--- config.mk ---
export PLATFORM = sky130hd
export DESIGN_NAME = drlf_cmp_unit
export DESIGN_NICKNAME = d
export VERILOG_FILES = /design/src/hdl/drlf_pkg.sv /design/src/hdl/drlf_cmp_unit.sv
export SDC_FILE = /design/constraint.sdc
export NUM_CORES = 1
export LEC_CHECK = 0
export BUFFER_PORTS_ARGS = -buffer_cell sky130_fd_sc_hd__buf_2
export CAP_MARGIN = 5
export CORE_AREA = 2 2 132 134
export DETAILED_ROUTE_END_ITERATION = 12
export DIE_AREA = 0 0 134 136
export GPL_ROUTABILITY_DRIVEN = 0
export PLACE_DENSITY_LB_ADDON = 0.05
export SLEW_MARGIN = 30
export SYNTH_ARGS = -nofsm -noshare
export SYNTH_HDL_FRONTEND = slang
export SYNTH_SLANG_ARGS = --single-unit
--- constraint.sdc ---
create_clock -name clk -period 6.4 [get_ports clk]
set_clock_uncertainty 0.2 [all_clocks]
set_input_delay 0.32 -clock clk [delete_from_list [all_inputs] [get_ports clk]]
set_output_delay 0.32 -clock clk [all_outputs]
set_load 0.01 [all_outputs]
--- src/hdl/drlf_pkg.sv ---
// ----------------------------------------------------------------------------
// drlf_pkg
// Shared types and constants for the duplicate and rate limit filter: field
// widths, table entry layouts, register indexes and compare unit status.
// ----------------------------------------------------------------------------
package drlf_pkg;

  // field widths
  localparam int SENDER_W = 32;
  localparam int PACKET_W = 32;
  localparam int TIME_W   = 63;
  localparam int LIMIT_W  = 40;
  localparam int CFG_IDX_W = 1;

  // register indexes
  localparam logic [CFG_IDX_W-1:0] REG_DUP_WINDOW    = 1'b0;
  localparam logic [CFG_IDX_W-1:0] REG_RATE_INTERVAL = 1'b1;

  // register reset values
  localparam logic [LIMIT_W-1:0] DUP_WINDOW_RST    = 40'd600000000;
  localparam logic [LIMIT_W-1:0] RATE_INTERVAL_RST = 40'd10000000;

  // recent-packet table entry
  typedef struct packed {
    logic [SENDER_W-1:0] sender;
    logic [PACKET_W-1:0] packet;
    logic [TIME_W-1:0]   stamp;
  } dup_entry_t;

  // per-sender table entry
  typedef struct packed {
    logic [SENDER_W-1:0] sender;
    logic [TIME_W-1:0]   stamp;
  } rate_entry_t;

  // which table the compare unit is checking
  typedef enum logic {
    MODE_DUP  = 1'b0,
    MODE_RATE = 1'b1
  } cmp_mode_t;

  // registered compare unit status
  typedef struct packed {
    logic vld;
    logic match;
    logic young;
  } cmp_res_t;

endpackage

--- src/hdl/drlf_cmp_unit.sv ---
// ----------------------------------------------------------------------------
// drlf_cmp_unit
// Shared compare unit: checks one table entry per cycle against the request
// key and tells whether it matches and whether it is younger than the limit.
// ----------------------------------------------------------------------------
module drlf_cmp_unit (
  input  logic                             clk,
  input  logic                             rst,
  input  logic                             req_vld,
  input  drlf_pkg::cmp_mode_t              mode,
  input  logic [drlf_pkg::SENDER_W-1:0]    key_sender,
  input  logic [drlf_pkg::PACKET_W-1:0]    key_packet,
  input  logic [drlf_pkg::TIME_W-1:0]      key_time,
  input  logic [drlf_pkg::SENDER_W-1:0]    ent_sender,
  input  logic [drlf_pkg::PACKET_W-1:0]    ent_packet,
  input  logic [drlf_pkg::TIME_W-1:0]      ent_time,
  input  logic [drlf_pkg::LIMIT_W-1:0]     dup_window,
  input  logic [drlf_pkg::LIMIT_W-1:0]     rate_interval,
  output drlf_pkg::cmp_res_t               res
);

  logic [drlf_pkg::LIMIT_W-1:0]  limit;
  logic [drlf_pkg::TIME_W:0]     expiry;
  logic                          young;
  logic                          match;

  // younger means now < stamp + limit; a stamp in the future counts as young
  always_comb begin
    limit  = (mode == drlf_pkg::MODE_RATE) ? rate_interval : dup_window;
    expiry = {1'b0, ent_time} + (drlf_pkg::TIME_W + 1)'(limit);
    young  = ({1'b0, key_time} < expiry);
    match  = (ent_sender == key_sender) &&
             ((mode == drlf_pkg::MODE_RATE) || (ent_packet == key_packet));
  end

  // result register
  always_ff @(posedge clk) begin
    if (rst) begin
      res.vld <= 1'b0;
    end else begin
      res.vld <= req_vld;
    end
    res.match <= match;
    res.young <= young;
  end

endmodule

==> out/results.tsv, run 1 <==
stage	metric	value	unit
run_status	outcome	finished clean	
timing	Worst slew margin	60.93	%
placed_design	HPWL Detailed	17900	um
synthesis	syn_area_per_cell	7.757	um2
route	DRC violation count after routing	0	
synthesis	number of unique standard cell types used by synthesis	58	
final_layout	fraction of final layout cells sized beyond drive strength 1	39.76	%
synthesis	number of enable-type register cells in the synthesized netlist	0	
final_layout	Final Net Count	1448	
worst_setup_path	worst path arrival time	5350	ps
floorplanning	die extent in y	136	um
cts	Clk pin slew, worst setup/hold paths	30	ps
min_path	type of the worst min-delay path	input port to register	
route	Antenna Nets Post-Route	0	
synthesis	library cell with the largest summed area after synthesis	ha_1	
worst_setup_path	type of destination of the critical path	register	
cts	Resized Gates After CTS	0	
final_layout	register bank with the most flops	res	
final_layout	number of flip-flops under the largest register name	3	
timing	highest attainable clock frequency	184.2	MHz
cts	maximum count of clock buffers along a single path	2	
grt	number of global-route vias before repair	5956	
route	routed wire length	19620	um
route	vias per inst	4.966	
final_layout	core occupancy in the finished layout	42.96	%
worst_setup_path	required arrival time at the worst endpoint	6320	ps
worst_setup_path	maximum fanout encountered on the critical timing path	32	
route	number of iterations in the first detailed-routing pass	4	
synthesis	Cell Area, Synth	5236	um2
cts	hold_buf cts	0	
grt	total congestion overflow after global routing	0	
worst_setup_path	Critical Setup Path Class	input port to register	
final_layout	most frequent cells in the layout	buf_2, ha_1, xor2_1	
synthesis	synthesis warning total	0	
final_layout	summed area of non-filler cells in the final layout	7251	um2
flow_run	number of maximum-capacitance constraint violations	0	
synthesis	sequential cell area fraction in the yosys report	1.147	%
floorplanning	Die W	134	um
synthesis	#FFs+latches synth	3	
floorplanning	effective utilization at floorplan	31.03	%
final_layout	largest registers in the final layout	res x3	
timing	TNS Setup	0	ps
cts	H-tree depth reported by CTS	1	
min_path	hold path startpoint	rst	
cts	buffers inserted during post-CTS setup optimization	0	
synthesis	top cell type's share of synthesized area	24.37	%
cts	Sink Count	3	
floorplanning	number of top-level pins	341	
pwr	total power consumption of the routed design	0.8315	mW
timing	final setup violation count	0	
route	number of DRC violations after detailed-routing iteration 0	160	
pwr	VDD IR max	0.00006246	V
grt	maximum number of pins on one net before global-route repair	33	
final_layout	most common library cell in the layout ignoring fill and taps	buf_2	
timing	unrepaired setup endpoints after global routing	no	
timing	number of hold-slack violations in the final timing report	0	
grt	wire length of the first global-routing pass	29900	um
pwr	leakage dissipation	3.707	nW
floorplanning	core area	16880	um2
floorplanning	std cell rows	48	
synthesis	Post-Synthesis Net Count	1116	
grt	Global Route Usage Sum	20.29	%
worst_setup_path	startpoint type of the worst setup path	input port	
synthesis	cell types occupying the most area after synthesis	ha_1, xor2_1, xnor2_1	
final_layout	area growth from synthesis to final layout	38.47	%
timing	Max Transition Viols Final	0	
synthesis	commonest register cell after synthesis	dfxtp_1	
route	average wire length per cell after detail routing	15.93	um
min_path	endpoint of the worst hold path	res[2]	
pwr	power density over the cells	114.7	nW/um2
cts	number of buffers inserted during clock tree synthesis	3	
grt	initial antenna violation count	2	
timing	final critical-path required period	5429	ps
timing	final worst path period share	84.82	%
placed_design	buffers added on ports	340	
synthesis	Synth Instances	675	
floorplanning	Total Die Area	18220	um2
route	number of vias in the routed layout	6118	
cts	Root Buffer Master	clkbuf_16	
min_path	hold depth	2	
synthesis	Async S/R FF share, synth	0	%
timing	Worst-Margin Slew	585.9	ps
cts	clock tree from TritonCTS	done	
placed_design	standard cell area after detailed placement	7169	um2
[area by class of cell]
class                   count  area [um2]
repair buffers            341        1709
diodes                      1       2.502
well taps                 225       281.5
inverters                  15       56.30
clock buffers               4       78.83
flip-flops and latches      3       60.06
fillers                  1838        9625
multi-input cells         643        5062
[through the flow]
step	setup WS, ps	hold slack, ps	cells
2_1_floorplan	1524	191.6	675
5_1_grt	599.1	43.13	1232
4_1_cts	928.6	42.36	1231
3_3_place_gp	931.5	280.7	1227
6_report	971.4	43.27	1232
3_5_place_dp	722.7	281.0	1227
[synth_stat cells, types with 3 or more instances]
master and instances:
nor4_1 13, o21bai_1 4, mux2_2 39, mux2i_1 3
clkbuf_1 12, xor2_1 67, and2_1 4, o21a_1 3
xnor2_1 57, a21o_1 37, ha_1 102, o21ai_0 36
a31oi_1 8, nor3_1 8, nand3_1 22, o211ai_1 4
dfxtp_1 3, nand4_1 32, nand2b_1 7, nor2b_1 10
a21oi_1 59, a2111oi_0 3, inv_1 15, a211oi_1 5
nor2_1 34, and3_1 7, nand2_1 40
[kinds of logic after synthesis]
group                      after synthesis  synth area share [%]
DFF                                      3                 1.147
buffers and inverters                   29                 2.174
muxes                                   42                 8.961
AOI/OAI and AO/OA                      185                 23.06
xor gates and xnor gates               124                 20.74
adders and majority gates              103                 24.76
and+or+nand+nor                        189                 19.16
[layer usage]
layer	part of all wire [%]	GRT usage, %
met1	43	25.20
met4	1.0	2.128
met3	5.8	2.871
met2	50	38.18
met5	0.071	0
[critical path, stage by stage]
cell	delay (ps)
buf_2	220
buf_4	410
mux2_2	380
ha_1	410
nand3_1	110
nor2_1	100
o21ai_0	160
a2111oi_0	480
nor3_1	180
o2bb2ai_1	230
o21ai_2	520
nand3_1	160
xor2_1	170
ha_1	290
nand4_1	110
nor4_1	440
a21oi_1	120
a31oi_1	190
a311oi_1	80
a31o_2	240
[how the worst max path moves through the flow]
stage | from | end | slack, ps
after floorplan | mode | res[0] | 1520
after global placement | mode | res[0] | 930
after detailed placement | mode | res[0] | 720
after CTS | mode | res[0] | 930
after global routing | mode | res[0] | 600
final | mode | res[0] | 970
[power by group]
group | leakage (nW) | total (mW) | internal, mW | switching (mW)
registers | 0.0248 | 0.0207 | 0.0200 | 0.000712
logic | 3.64 | 0.709 | 0.340 | 0.369
clock network | 0.0382 | 0.102 | 0.0824 | 0.0193
total | 3.71 | 0.832 | 0.443 | 0.389
Power figures use the tool's default switching activity.
==> inputs of run 2 (changes only) <==
==> constraint.sdc (replaced) <==
create_clock -name clk -period 5.5 [get_ports clk]
set_clock_uncertainty 0.2 [all_clocks]
set_input_delay 0.275 -clock clk [delete_from_list [all_inputs] [get_ports clk]]
set_output_delay 0.275 -clock clk [all_outputs]
set_load 0.01 [all_outputs]
==> run 2 against run 1 <==
  * Setup slack got worse by 530 ps
  * Die area unchanged
  * Power is 18% higher
  * Critical path type unchanged
==> out/results.tsv, run 2 (synthesized netlist as in run 1, its figures left out) <==
stage	metric	value	unit	change
floorplanning	Die W	134	um	unchanged
worst_setup_path	worst path arrival time	4980	ps	was 5350 ps
cts	Resized Gates After CTS	0		unchanged
final_layout	Final Net Count	1457		was 1448
worst_setup_path	maximum fanout encountered on the critical timing path	16		was 32
timing	unrepaired setup endpoints after global routing	no		unchanged
cts	clock tree from TritonCTS	done		unchanged
floorplanning	std cell rows	48		unchanged
pwr	Combinational Power Share	85.2	%	was 85.3%
pwr	net switching power	0.4569	mW	was 0.3888 mW
worst_setup_path	critical-path cell with the highest stage delay	a221oi_2		was o21ai_2
cts	Root Buffer Master	clkbuf_16		unchanged
pwr	leakage dissipation	3.751	nW	was 3.707 nW
timing	highest attainable clock frequency	197.8	MHz	
grt	wire length of the first global-routing pass	30100	um	was 29900 um
timing	TNS Setup	0	ps	unchanged
final_layout	fraction of final layout cells sized beyond drive strength 1	40.30	%	was 39.76%
worst_setup_path	library cell appearing most often on the critical path	a21o_1		
route	vias per inst	4.892		was 4.966
pwr	internal power summed over all cells	0.5242	mW	was 0.4427 mW
timing	Max Transition Viols Final	0		unchanged
flow_run	number of maximum-capacitance constraint violations	0		unchanged
timing	Worst-Margin Slew	502.4	ps	was 585.9 ps
worst_setup_path	type of destination of the critical path	register		unchanged
route	number of DRC violations after detailed-routing iteration 0	227		was 160
worst_setup_path	CP Cell Sequence	buf_2 -> buf_4 -> mux2_2 -> ha_1 -> a21o_1 -> a31oi_1 -> a2bb2oi_2 -> nand3_2 -> a221oi_2 -> nor2_1 -> a221oi_2 -> o21ai_1 -> xnor2_1 -> ha_1 -> a21o_1 -> a21o_1 -> a21oi_1 -> o21ai_0 -> nand3_1 -> a211o_1 -> a31oi_1 -> a311oi_1 -> a31o_2		was buf_2 -> buf_4 -> mux2_2 -> ha_1 -> nand3_1 -> nor2_1 -> o21ai_0 -> a2111oi_0 -> nor3_1 -> o2bb2ai_1 -> o21ai_2 -> nand3_1 -> xor2_1 -> ha_1 -> nand4_1 -> nor4_1 -> a21oi_1 -> a31oi_1 -> a311oi_1 -> a31o_2
final_layout	number of flip-flops under the largest register name	3		unchanged
route	Antenna Nets Post-Route	0		unchanged
pwr	Net Sw Frac	46.57	%	was 46.75%
worst_setup_path	startpoint type of the worst setup path	input port		unchanged
grt	maximum number of pins on one net before global-route repair	17		was 33
final_layout	register bank with the most flops	res		unchanged
run_status	outcome	finished clean		unchanged
grt	number of global-route vias before repair	6037		was 5956
final_layout	Storage cell area	60.06	um2	unchanged
worst_setup_path	Critical Setup Path Class	input port to register		unchanged
floorplanning	Total Die Area	18220	um2	unchanged
final_layout	most common library cell in the layout ignoring fill and taps	buf_2		unchanged
worst_setup_path	cell class contributing the biggest share of worst-path delay	compound AO/OA/AOI/OAI gates		unchanged
worst_setup_path	required arrival time at the worst endpoint	5420	ps	was 6320 ps
worst_setup_path	largest stage delay on the critical path	380	ps	was 520 ps
route	DRC violation count after routing	0		unchanged
timing	final critical-path required period	5056	ps	
grt	Global Route Usage Sum	20.52	%	was 20.29%
cts	H-tree depth reported by CTS	1		unchanged
pwr	clock network fraction of total power	12.4	%	was 12.2%
final_layout	multi-input combinational cell area	5062	um2	unchanged
timing	number of hold-slack violations in the final timing report	0		unchanged
floorplanning	core area	16880	um2	unchanged
final_layout	most frequent cells in the layout	buf_2, ha_1, xor2_1		unchanged
floorplanning	effective utilization at floorplan	31.03	%	unchanged
grt	global-route track usage on met2	38.09	%	was 38.18%
floorplanning	die extent in y	136	um	unchanged
cts	Clk pin slew, worst setup/hold paths	40	ps	was 30 ps
cts	buffers inserted during post-CTS setup optimization	0		unchanged
placed_design	HPWL Detailed	18000	um	was 17900 um
min_path	type of the worst min-delay path	input port to register		unchanged
grt	initial antenna violation count	1		was 2
grt	grt met1 use	25.87	%	was 25.20%
final_layout	largest registers in the final layout	res x3		unchanged
placed_design	buffers added on ports	340		unchanged
pwr	VDD IR max	0.00006847	V	was 0.00006246 V
worst_setup_path	crit path buf inv count	2		unchanged
cts	hold_buf cts	0		unchanged
grt	Most Used Layer, Global Route	met2		unchanged
route	routed wire length	19760	um	was 19620 um
cts	number of buffers inserted during clock tree synthesis	3		unchanged
final_layout	area growth from synthesis to final layout	39.76	%	was 38.47%
route	number of vias in the routed layout	6071		was 6118
route	average wire length per cell after detail routing	15.92	um	was 15.93 um
pwr	Flop pwr share	2.4	%	was 2.5%
floorplanning	number of top-level pins	341		unchanged
route	number of iterations in the first detailed-routing pass	5		was 4
timing	final worst path period share	91.94	%	
grt	total congestion overflow after global routing	0		unchanged
pwr	power density over the cells	134.1	nW/um2	was 114.7 nW/um2
final_layout	core occupancy in the finished layout	43.36	%	was 42.96%
grt	met3 Usage GRT	2.610	%	was 2.871%
cts	Sink Count	3		unchanged
cts	maximum count of clock buffers along a single path	2		unchanged
final_layout	# fillers	1814		was 1838
timing	final setup violation count	0		unchanged
timing	Worst slew margin	66.20	%	was 60.93%
## run 2: cell count changes in the layout (fill, tap and decap cells not counted)
cell	change
buf_4	+9
## run 2: path summary, 6_finish.rpt
path              cells after the start  startpoint  endpoint
hold / removal                        2         rst    res[2]
setup / recovery                     23        mode    res[0]
## run 2: routing by layer
layer | wire (um) | vias up
li1 | - | 3218
met1 | 8562 | 2645
met2 | 9809 | 194
met3 | 1137 | 14
met4 | 248 | 0
met5 | 0 | -
## run 2: through the flow
step                std cells  setup slack, ps  hold WS (ps)  cell area (um2)  power, mW
finish                   1241            443.5         5.313             7318     0.9811
CTS                      1240            417.5         5.477             7316     0.9887
floorplan                 675            669.1         146.6             5236     0.5737
detailed placement       1236            190.9         237.5             7237     0.8599
global placement         1236            283.9         243.3             7237     0.8639
global route             1241            7.141         16.82             7318      1.098
## run 2: final cells by class
| type | count | share of cell area (%) |
|---|---|---|
| clock buffer | 4 | 1.077 |
| antenna | 1 | 0.03419 |
| sequential | 3 | 0.8207 |
| multi-input combinational | 643 | 69.17 |
| timing repair buffer | 350 | 24.28 |
| inverter | 15 | 0.7694 |
| tap | 225 | 3.847 |
## run 2: power by group through the flow
stage,Clock (mW),Sequential [mW],Combinational (mW)
2_1_floorplan,0,0.0245,0.549
3_3_place_gp,0,0.0244,0.839
3_5_place_dp,0,0.0242,0.836
4_1_cts,0.122,0.0240,0.843
5_1_grt,0.125,0.0240,0.949
6_report,0.121,0.0240,0.836
