## src/hdl/drlf_ram.sv

```systemverilog
// ----------------------------------------------------------------------------
// drlf_ram
// Generic single-write, single-read RAM with registered read data.
// ----------------------------------------------------------------------------
module drlf_ram #(
  parameter int WIDTH = 8,
  parameter int DEPTH = 16
) (
  input  logic                     clk,
  input  logic                     we,
  input  logic [$clog2(DEPTH)-1:0] waddr,
  input  logic [WIDTH-1:0]         wdata,
  input  logic [$clog2(DEPTH)-1:0] raddr,
  output logic [WIDTH-1:0]         rdata
);

  logic [WIDTH-1:0] mem [DEPTH];

  // write port and registered read port
  always_ff @(posedge clk) begin
    if (we) begin
      mem[waddr] <= wdata;
    end
    rdata <= mem[raddr];
  end

endmodule

```

## config.mk

```make
export PLATFORM = sky130hd
export DESIGN_NAME = drlf_ram
export DESIGN_NICKNAME = d
export VERILOG_FILES = /design/src/hdl/drlf_ram.sv
export SDC_FILE = /design/constraint.sdc
export NUM_CORES = 1
export LEC_CHECK = 0
export ABC_AREA = 1
export BUFFER_PORTS_ARGS = -buffer_cell sky130_fd_sc_hd__buf_2
export CAP_MARGIN = 40
export CORE_UTILIZATION = 45
export DETAILED_ROUTE_END_ITERATION = 12
export SYNTH_ARGS = -nofsm -noshare
export SYNTH_HDL_FRONTEND = slang
export SYNTH_SLANG_ARGS = --single-unit
```

## constraint.sdc

```tcl
create_clock -name clk -period 1.4 [get_ports clk]
set_clock_uncertainty 0.15 [all_clocks]
set_input_delay 0.14 -clock clk [delete_from_list [all_inputs] [get_ports clk]]
set_output_delay 0.14 -clock clk [all_outputs]
set_load 0.01 [all_outputs]
```

==> run_results.csv, run 1 <==
group,metric,value,unit
die,design.core.area,12300,um2
power,internal_power,0.00771,W
worst_setup_path,r2r_setup_slack,260,ps
worst_setup_path,depth_of_the_worst_register_to_register_path,6,
place,post-dp-hpwl,7.81,mm
job,maxCapViolations,0,
synth,post_synth_num_cell_types,12,
worst_setup_path,setup.worst_path.end_class,"flop",
worst_setup_path,arrival,1490,ps
synth,post_synthesis_net_count,569,
finish,stdcell_area,6860,um2
timing,clock.fmax,754,MHz
route,route.detailed.drc,0,
timing,max_slew_margin,74.9,%
synth,dominant_combinational_cell_family_by_area_after_synthesis,"simple AND/OR/NAND/NOR gates",
cts,cts_max_path_buffers,2,
min_path,hold_depth,1,
worst_setup_path,crit_buf_inv,4,
min_path,worstHoldEndpoint,"mem[5][0]$_DFFE_PP_",
outcome,result_of_the_run,"finished clean",
finish,finalNetCount,620,
power,clock_power_share,46.9,%
cts,cts_tree,"built",
route,drt_first_pass_iters,5,
global_route,antenna_violations_before_repair,0,
cts,clk_pin_slew,60,ps
synth,synth_top_cell_area_share,66.7,%
timing,layout_worst_path_cycle_share,94.7,%
synth,synthXorXnorAreaFrac,0,%
timing,grt_setup_unrepaired,"false",
global_route,grt_max_degree,37,
cts,clock_latency_on_the_worst_skew_pair,420,ps
global_route,grt_pass1_wl,19.9,mm
worst_setup_path,worstSetupStartpointType,"input pin",
synth,synth.mux.area_fraction,0,%
route,wl_per_cell,16.3,um
timing,finalWorstPathRequiredPeriod,1330,ps
timing,setup_violations,0,
timing,final_hold_viol_count,0,
route,antenna_left,0,
place,port_buffers,25,
die,fp.dieArea,13300,um2
route,drt_iter0_drc,356,
worst_setup_path,critical_path.reg2reg.endpoint,"rdata[4]$_DFF_P_",
synth,synth.yosys.seq_area_share,69.4,%
die,initial_utilization,47.0,%
synth,yosys_register_bits,136,
global_route,grt_overflow_total,0,
min_path,hold_path_startpoint,"wdata[0]",
finish,area_delta_synth_final,19.0,%
power,p_switching,0.00203,W
global_route,overall_track_demand_over_capacity_in_global_routing,21.4,%
synth,synth_top_area_cell,"sky130_fd_sc_hd__edfxtp_1",
finish,antenna-diode-count,0,
worst_setup_path,worstPathCellList,"dlygate4sd3_1 > buf_2 > inv_1 > buf_6 > nand3_1 > nand3_1 > nand2_1",
worst_setup_path,critical-path-slowest-cell,"sky130_fd_sc_hd__dlygate4sd3_1",
place,placedInstanceArea,6190,um2
worst_setup_path,cpPeakStageDelay,530,ps
power,combinationalPowerShare,6.1,%
die,design.portCount,26,
worst_setup_path,cpMostUsedCell,"sky130_fd_sc_hd__nand3_1",
power,p_per_area,1420,nW/um2
power,p_leak,2.99,nW
synth,synth-adder-area-share,0,%
worst_setup_path,cpLargestDelayFamily,"buffers and inverters",
worst_setup_path,critical_path_peak_fanout,16,
power,vdd.ir_drop.worst,1010,uV
worst_setup_path,launching_point_of_the_worst_reg2reg_path,"mem[3][4]$_DFFE_PP_",
power,switching_share,20.8,%
synth,avgSynthCellArea,10.5,um2
cts,clk_root_buffer_cell,"sky130_fd_sc_hd__clkbuf_16",
timing,fin_tns_setup,0,ps
route,routed_via_density,4.85,
synth,yosys.area_share.simple,21.0,%
cts,post-cts-setup-buffer-count,0,
finish,drive_gt1_share,13.7,%
cts,cts_made_buffers,17,
finish,nFillCells,1050,
cts,tritoncts_num_sinks,136,
die,die_y,115,um
worst_setup_path,worstSetupPathType,"in -> reg",
power,p_seq_share,47.0,%
timing,final_max_slew_viol_count,0,
synth,synth_compound_area_share,0,%
place,final_replace_weighted_congestion,0.777,
route,detail_route.wirelength,12.8,mm
die,fp-row-count,40,
synth,synth_warnings,0,
synth,netlist_area_pre_place,5770,um2
worst_setup_path,worst-endpoint-required,1560,ps
timing,worstMarginPinSlew,377,ps
synth,synth.top_cells.by_area,"sky130_fd_sc_hd__edfxtp_1 67%, sky130_fd_sc_hd__nand2_1 11%, sky130_fd_sc_hd__nand3_1 8.4%",
global_route,grt_pass1_vias,3598,
cts,htreeDepth,4,
synth,syn_inst,551,
route,detailroute.via_count,3801,
min_path,hold_removal_path_class,"in -> reg",
die,floorplan.die.width,115,um
[how the worst max path moves through the flow]
stage	from	endpoint	depth (start not counted)
after floorplan	waddr[2]	mem[10][0]$_DFFE_PP_	2
after global placement	raddr[0]	rdata[1]$_DFF_P_	9
after detailed placement	raddr[0]	rdata[5]$_DFF_P_	8
after CTS	raddr[2]	rdata[4]$_DFF_P_	7
after global routing	raddr[2]	rdata[4]$_DFF_P_	7
final	raddr[2]	rdata[0]$_DFF_P_	7
[placed cells by master (no fill, tap or decap), types with 2 or more instances in the layout]
cell	synthesis	routed
sky130_fd_sc_hd__clkinv_4	0	2
sky130_fd_sc_hd__buf_12	0	5
sky130_fd_sc_hd__bufinv_16	0	4
sky130_fd_sc_hd__buf_2	13	25
sky130_fd_sc_hd__buf_4	4	20
sky130_fd_sc_hd__inv_1	100	100
sky130_fd_sc_hd__clkbuf_16	0	17
sky130_fd_sc_hd__dfxtp_1	8	8
sky130_fd_sc_hd__clkinv_2	0	5
sky130_fd_sc_hd__edfxtp_1	128	128
sky130_fd_sc_hd__nand2_1	173	173
sky130_fd_sc_hd__clkinvlp_4	0	2
sky130_fd_sc_hd__nor2_1	17	17
sky130_fd_sc_hd__nand3_1	97	96
sky130_fd_sc_hd__inv_2	2	2
sky130_fd_sc_hd__nand3b_1	2	2
sky130_fd_sc_hd__dlygate4sd3_1	0	5
[sequential cells by signal, summed over array words and instances (netlist names)]
register and count:
mem 128, rdata 8
[kinds of logic (layout without fill, tap and decap cells)]
group                  after synthesis  in the layout
and+or+nand+nor                    289            289
buffers and inverters              126            190
DFF                                136            136
[power by group through the flow]
stage | clock network (W) | logic, W | registers, W
after floorplan | 0 | 0.000321 | 0.00467
after global placement | 0 | 0.000585 | 0.00466
after detailed placement | 0 | 0.000590 | 0.00466
after CTS | 0.00464 | 0.000603 | 0.00458
after global routing | 0.00481 | 0.000667 | 0.00458
final | 0.00456 | 0.000598 | 0.00458
[final cells by class]
type	instances	area [um2]	share of cell area, %
clock inverter	14	181	2.64
clock buffer	18	429	6.25
tap	168	210	3.06
multi-input combinational	289	1220	17.8
sequential	136	4000	58.3
inverter	102	383	5.58
timing repair buffer	56	437	6.36
[metal layers]
layer / GRT usage [%] / routed length [um] / vias to the layer above
met1: 27.1 / 5500 / 1780
met4: 9.00 / 221 / 0
met2: 34.5 / 6280 / 128
li1: - / - / 1878
met3: 6.11 / 769 / 15
met5: 0 / 0 / -
[cell usage after synthesis]
master and number:
sky130_fd_sc_hd__nand2_1 173, sky130_fd_sc_hd__buf_6 6, sky130_fd_sc_hd__nand3b_1 2, sky130_fd_sc_hd__nand3_1 97, sky130_fd_sc_hd__edfxtp_1 128, sky130_fd_sc_hd__inv_2 2, sky130_fd_sc_hd__nor2_1 17, sky130_fd_sc_hd__dfxtp_1 8
sky130_fd_sc_hd__buf_4 4, sky130_fd_sc_hd__buf_2 13, sky130_fd_sc_hd__buf_1 1, sky130_fd_sc_hd__inv_1 100
[repair_timing]
| action | 4_1_cts | 5_1_grt |
|---|---|---|
| hold buffers | 5 | 0 |
| endpoints found under the hold margin | 50 | 0 |
| resized for setup | 0 | 2 |
| setup endpoints to repair | 0 | 3 |
[per-stage QoR]
step                      util [%]  setup WS (ps)  hold slack, ps  total power [W]  cells
after global routing          56.0           39.0            7.70           0.0101    783
after floorplan                  -            159            88.9          0.00499    551
after CTS                     55.9           42.9            7.99          0.00982    783
after global placement        50.5           55.4             308          0.00524    746
final                         56.0           74.6            6.41          0.00974    783
after detailed placement      50.5           37.4             294          0.00525    746
(Power assumes the default switching activity.)
==> inputs of run 2 (changes only) <==
SETUP_SLACK_MARGIN = 0.3   (was unset)
==> run_results.csv, run 2 (synthesis gave the netlist of run 1 again) <==
group,metric,value,unit
outcome,result_of_the_run,"finished clean",
cts,cts_max_path_buffers,2,
finish,layout_common_cells,"163 x sky130_fd_sc_hd__nand2_1, 128 x sky130_fd_sc_hd__edfxtp_1, 100 x sky130_fd_sc_hd__inv_1, 58 x sky130_fd_sc_hd__nand3_2, 38 x sky130_fd_sc_hd__nand3_1",
finish,final-instance-count-excl-fill,785,
worst_setup_path,cpLargestDelayFamily,"flip-flops",
worst_setup_path,worstSetupPathType,"reg -> out",
global_route,grt_pass1_vias,3843,
route,wl_per_cell,17.3,um
worst_setup_path,setup.worst_path.end_class,"primary output",
job,maxCapViolations,0,
timing,grt_setup_unrepaired,"true",
finish,drive_gt1_share,27.4,%
die,design.core.area,12300,um2
worst_setup_path,critical_path_peak_fanout,1,
cts,cts_tree,"built",
timing,final_hold_viol_count,0,
finish,area_delta_synth_final,25.3,%
timing,setup_violations,0,
die,fp-row-count,40,
route,detail_route.wirelength,13.6,mm
worst_setup_path,cpPeakStageDelay,360,ps
route,detailroute.via_count,3872,
finish,reg_top3,"mem x128, rdata x8",
die,die_y,115,um
timing,fin_tns_setup,0,ps
route,routed_via_density,4.93,
finish,antenna-diode-count,0,
timing,clock.fmax,855,MHz
power,p_per_area,1350,nW/um2
worst_setup_path,crit_buf_inv,1,
place,port_buffers,25,
place,placedInstanceArea,6230,um2
power,vdd.ir_drop.worst,824,uV
power,p_leak,3.10,nW
cts,tritoncts_num_sinks,136,
route,drt_first_pass_iters,4,
finish,final_util,58.9,%
cts,clk_pin_slew,60,ps
worst_setup_path,worst-endpoint-required,1110,ps
finish,nFillCells,1008,
timing,finalWorstPathRequiredPeriod,1170,ps
worst_setup_path,critical-path-slowest-cell,"sky130_fd_sc_hd__dfxtp_2",
place,final_replace_weighted_congestion,0.793,
global_route,grt_overflow_total,0,
route,route.detailed.drc,0,
route,drt_iter0_drc,240,
place,post-dp-hpwl,8.16,mm
finish,largest_reg_flops,128,
die,floorplan.die.width,115,um
global_route,grt_max_degree,36,
finish,layout.cells.most_common,"sky130_fd_sc_hd__nand2_1",
global_route,antenna_violations_before_repair,0,
worst_setup_path,worstSetupStartpointType,"flop",
worst_setup_path,arrival,880,ps
finish,multi_input_area,1570,um2
finish,finalNetCount,622,
cts,htreeDepth,4,
place,post-place-cells,749,
die,initial_utilization,47.0,%
timing,final_max_slew_viol_count,0,
worst_setup_path,worstPathCellList,"buf_6",
route,antenna_left,0,
min_path,hold_removal_path_class,"in -> reg",
finish,max_flop_register,"mem",
timing,layout_worst_path_cycle_share,83.5,%
cts,cts_made_buffers,17,
cts,clk_root_buffer_cell,"sky130_fd_sc_hd__clkbuf_16",
cts,clock_latency_on_the_worst_skew_pair,420,ps
die,design.portCount,26,
timing,worstMarginPinSlew,425,ps
global_route,grt_pass1_wl,20.9,mm
timing,max_slew_margin,71.6,%
finish,stdcell_area,7230,um2
finish,sequential_cell_area,4010,um2
die,fp.dieArea,13300,um2
global_route,overall_track_demand_over_capacity_in_global_routing,22.4,%
[run 2: cell count changes in the layout (fill, tap and decap cells not counted), sizes merged]
cell and delta:
inv +1, dlygate4sd3 -1, clkinv -4, clkinvlp +5
clkbuf -1, bufinv -1, buf +3
[run 2: metal layers]
| layer | track usage, % | share of wire [%] | vias to the layer above |
|---|---|---|---|
| li1 | - | - | 1878 |
| met4 | 10.9 | 2.8 | 0 |
| met5 | 0 | 0 | - |
| met3 | 5.22 | 5.6 | 25 |
| met2 | 36.3 | 50 | 128 |
| met1 | 28.5 | 42 | 1841 |
[run 2: final cells by class]
| cell class | count | share of cell area [%] |
|---|---|---|
| tap | 168 | 2.91 |
| multi-input combinational | 289 | 21.7 |
| clock inverter | 15 | 2.48 |
| clock buffer | 17 | 5.89 |
| sequential | 136 | 55.5 |
| timing repair buffer | 58 | 6.25 |
| inverter | 102 | 5.30 |
[run 2: final timing paths]
check | from | end | slack [ps] | cells after the start
worst min-delay path | wdata[4] | mem[0][4]$_DFFE_PP_ | 8 | 1
worst max-delay path | rdata[4]$_DFF_P_ | rdata[4] | 230 | 1
worst min register to register | mem[15][6]$_DFFE_PP_ | rdata[6]$_DFF_P_ | 530 | 6
worst max register to register | mem[6][4]$_DFFE_PP_ | rdata[4]$_DFF_P_ | 300 | 6
[run 2: report_power, final]
part	leakage, nW	switching [W]	internal (W)
Combinational	1.60	0.000473	0.000235
Sequential	1.22	0.0000314	0.00455
Clock	0.274	0.00169	0.00280
Total	3.10	0.00219	0.00758
[run 2: timing repair]
item | 4_1_cts | 5_1_grt
gates resized for setup | 31 | 45
setup buffers | 0 | 0
endpoints found under the hold margin | 35 | 0
setup endpoints to repair | 15 | 16
pin swaps | 7 | 36
hold buffers | 4 | 0
[run 2: per-stage QoR]
stage                     hold WS (ps)  total power [W]  setup WS [ps]
final                             7.65          0.00978            231
after global routing              9.48           0.0100            207
after CTS                         5.52          0.00977            215
after detailed placement           343          0.00527           4.58
after global placement             341          0.00525           31.6
after floorplan                   88.9          0.00500            181
==> inputs of run 3 (changes only) <==
clock period = 1.07 ns   (was 1.4 ns; I/O delays follow)
==> run_results.csv, run 3 (synthesis gave the netlist of run 1 again) <==
group,metric,value,unit
power,combinationalPowerShare,8.5,%
route,drt_first_pass_iters,4,
global_route,grt_pass1_vias,3759,
worst_setup_path,worstSetupStartpointType,"flop",
timing,fin_tns_setup,-335,ps
power,internal_power,0.00969,W
route,antenna_left,0,
route,route.met3.wl,622,um
finish,drive_gt1_share,28.3,%
global_route,overall_track_demand_over_capacity_in_global_routing,22.2,%
finish,layout_common_cells,"159 x sky130_fd_sc_hd__nand2_1, 128 x sky130_fd_sc_hd__edfxtp_1, 92 x sky130_fd_sc_hd__inv_1, 61 x sky130_fd_sc_hd__nand3_1, 35 x sky130_fd_sc_hd__nand3_2",
power,switching_share,21.6,%
timing,final_hold_viol_count,124,
finish,layout.cells.most_common,"sky130_fd_sc_hd__nand2_1",
timing,worstMarginPinSlew,413,ps
worst_setup_path,cpLargestDelayFamily,"flip-flops",
worst_setup_path,worst-endpoint-required,810,ps
finish,reg_top3,"mem x128, rdata x8",
timing,grt_setup_unrepaired,"true",
power,vdd.ir_drop.worst,1360,uV
route,detailroute.via_count,3912,
worst_setup_path,cpPeakStageDelay,330,ps
min_path,hold_removal_path_class,"in -> reg",
power,p_switching,0.00267,W
worst_setup_path,arrival,860,ps
global_route,grt_max_degree,34,
die,floorplan.die.width,115,um
cts,htreeDepth,4,
cts,cts_made_buffers,17,
timing,final.setup.worst_slack,-48.7,ps
route,route.detailed.drc,0,
place,port_buffers,25,
cts,tritoncts_num_sinks,136,
place,post-dp-hpwl,8.61,mm
power,p_leak,3.19,nW
worst_setup_path,worstPathCellList,"buf_6",
timing,timing.hold.ws,-87.5,ps
power,p_seq_share,48.6,%
worst_setup_path,setup.worst_path.end_class,"primary output",
timing,layout_worst_path_cycle_share,105,%
finish,finalNetCount,634,
route,wl_per_cell,16.8,um
global_route,grt_pass1_wl,20.5,mm
power,clock_power_share,42.9,%
route,detail_route.wirelength,13.4,mm
route,uppermost_metal_layer_occupied_by_signal_nets,"met4",
timing,max_slew_margin,72.4,%
timing,final_max_slew_viol_count,0,
timing,setup_violations,12,
finish,area_delta_synth_final,30.4,%
worst_setup_path,worstSetupPathType,"reg -> out",
job,maxCapViolations,0,
cts,clk_root_buffer_cell,"sky130_fd_sc_hd__clkbuf_16",
worst_setup_path,critical_path_peak_fanout,1,
power,p_per_area,1640,nW/um2
die,fp-row-count,40,
finish,largest_reg_flops,128,
cts,cts_tree,"built",
cts,clk_pin_slew,60,ps
route,wirelength_met1,5.82,mm
finish,max_flop_register,"mem",
outcome,result_of_the_run,"finished, violations left",
finish,antenna-diode-count,0,
outcome,failing_checks,"hold timing, setup timing",
cts,clock_latency_on_the_worst_skew_pair,420,ps
cts,cts_max_path_buffers,2,
die,initial_utilization,47.0,%
global_route,antenna_violations_before_repair,0,
die,fp.dieArea,13300,um2
timing,clock.fmax,894,MHz
power,report.power.total,0.0124,W
global_route,grt_overflow_total,0,
route,drt_iter0_drc,282,
place,placedInstanceArea,6550,um2
worst_setup_path,critical-path-slowest-cell,"sky130_fd_sc_hd__dfxtp_2",
die,die_y,115,um
finish,stdcell_area,7520,um2
timing,finalWorstPathRequiredPeriod,1120,ps
place,final_replace_weighted_congestion,0.843,
route,routed_via_density,4.91,
die,design.core.area,12300,um2
worst_setup_path,crit_buf_inv,1,
die,design.portCount,26,
route,met2WireLength,6.53,mm
## run 3: cell count changes in the layout (fill, tap and decap cells not counted), moves of 7 or more
cell,before,now
sky130_fd_sc_hd__nand3_2,58,35
sky130_fd_sc_hd__nand3_1,38,61
sky130_fd_sc_hd__inv_1,100,92
sky130_fd_sc_hd__buf_2,22,15
sky130_fd_sc_hd__buf_12,4,14
sky130_fd_sc_hd__nor2_2,8,0
sky130_fd_sc_hd__nor2_4,1,17
sky130_fd_sc_hd__clkinvlp_4,7,0
sky130_fd_sc_hd__buf_6,3,18
sky130_fd_sc_hd__nor2_1,8,0
## run 3: power by group through the flow
stage                     clock [W]  sequential (W)  combinational, W
after floorplan                   0         0.00611          0.000471
after global placement            0         0.00610          0.000890
after detailed placement          0         0.00610          0.000901
after CTS                   0.00537         0.00600          0.000983
after global routing        0.00560         0.00601           0.00114
final                       0.00531         0.00601           0.00105
## run 3: path summary, 6_finish.rpt
path,end,start,slack [ps],cells after the start
hold / removal,mem[3][4]$_DFFE_PP_,wdata[4],-90,2
setup reg to reg,rdata[4]$_DFF_P_,mem[4][4]$_DFFE_PP_,-40,6
setup / recovery,rdata[2],rdata[2]$_DFF_P_,-50,1
hold reg to reg,rdata[5]$_DFF_P_,mem[8][5]$_DFFE_PP_,520,6
## run 3: timing repair
item,in CTS,in global routing
hold endpoints to repair,134,105
resized for setup,50,47
setup buffers,3,0
pin swaps,19,33
setup endpoints to repair,136,136
## run 3: layout make-up
type	instances	area [um2]
fill	968	4740
sequential	136	4010
multi-input combinational	289	1620
timing repair buffer	70	746
clock buffer	29	531
inverter	102	393
tap	168	210
clock inverter	3	15.0
## run 3: metal layers
metal / vias to the layer above / global-route usage (%)
li1: 1906 / -
met1: 1885 / 29.1
met2: 94 / 34.7
met3: 27 / 4.43
met4: 0 / 12.3
met5: - / 0
## run 3: stage by stage
step           hold WS [ps]  setup WS [ps]  util [%]  cells
6_report              -87.5          -48.7      61.3    797
5_1_grt               -91.8          -80.7      61.3    797
4_1_cts               -96.8          -69.5      59.9    797
3_5_place_dp            337           -290      53.4    762
3_3_place_gp            338           -277      53.4    762
2_1_floorplan          55.9          -60.6         -    551
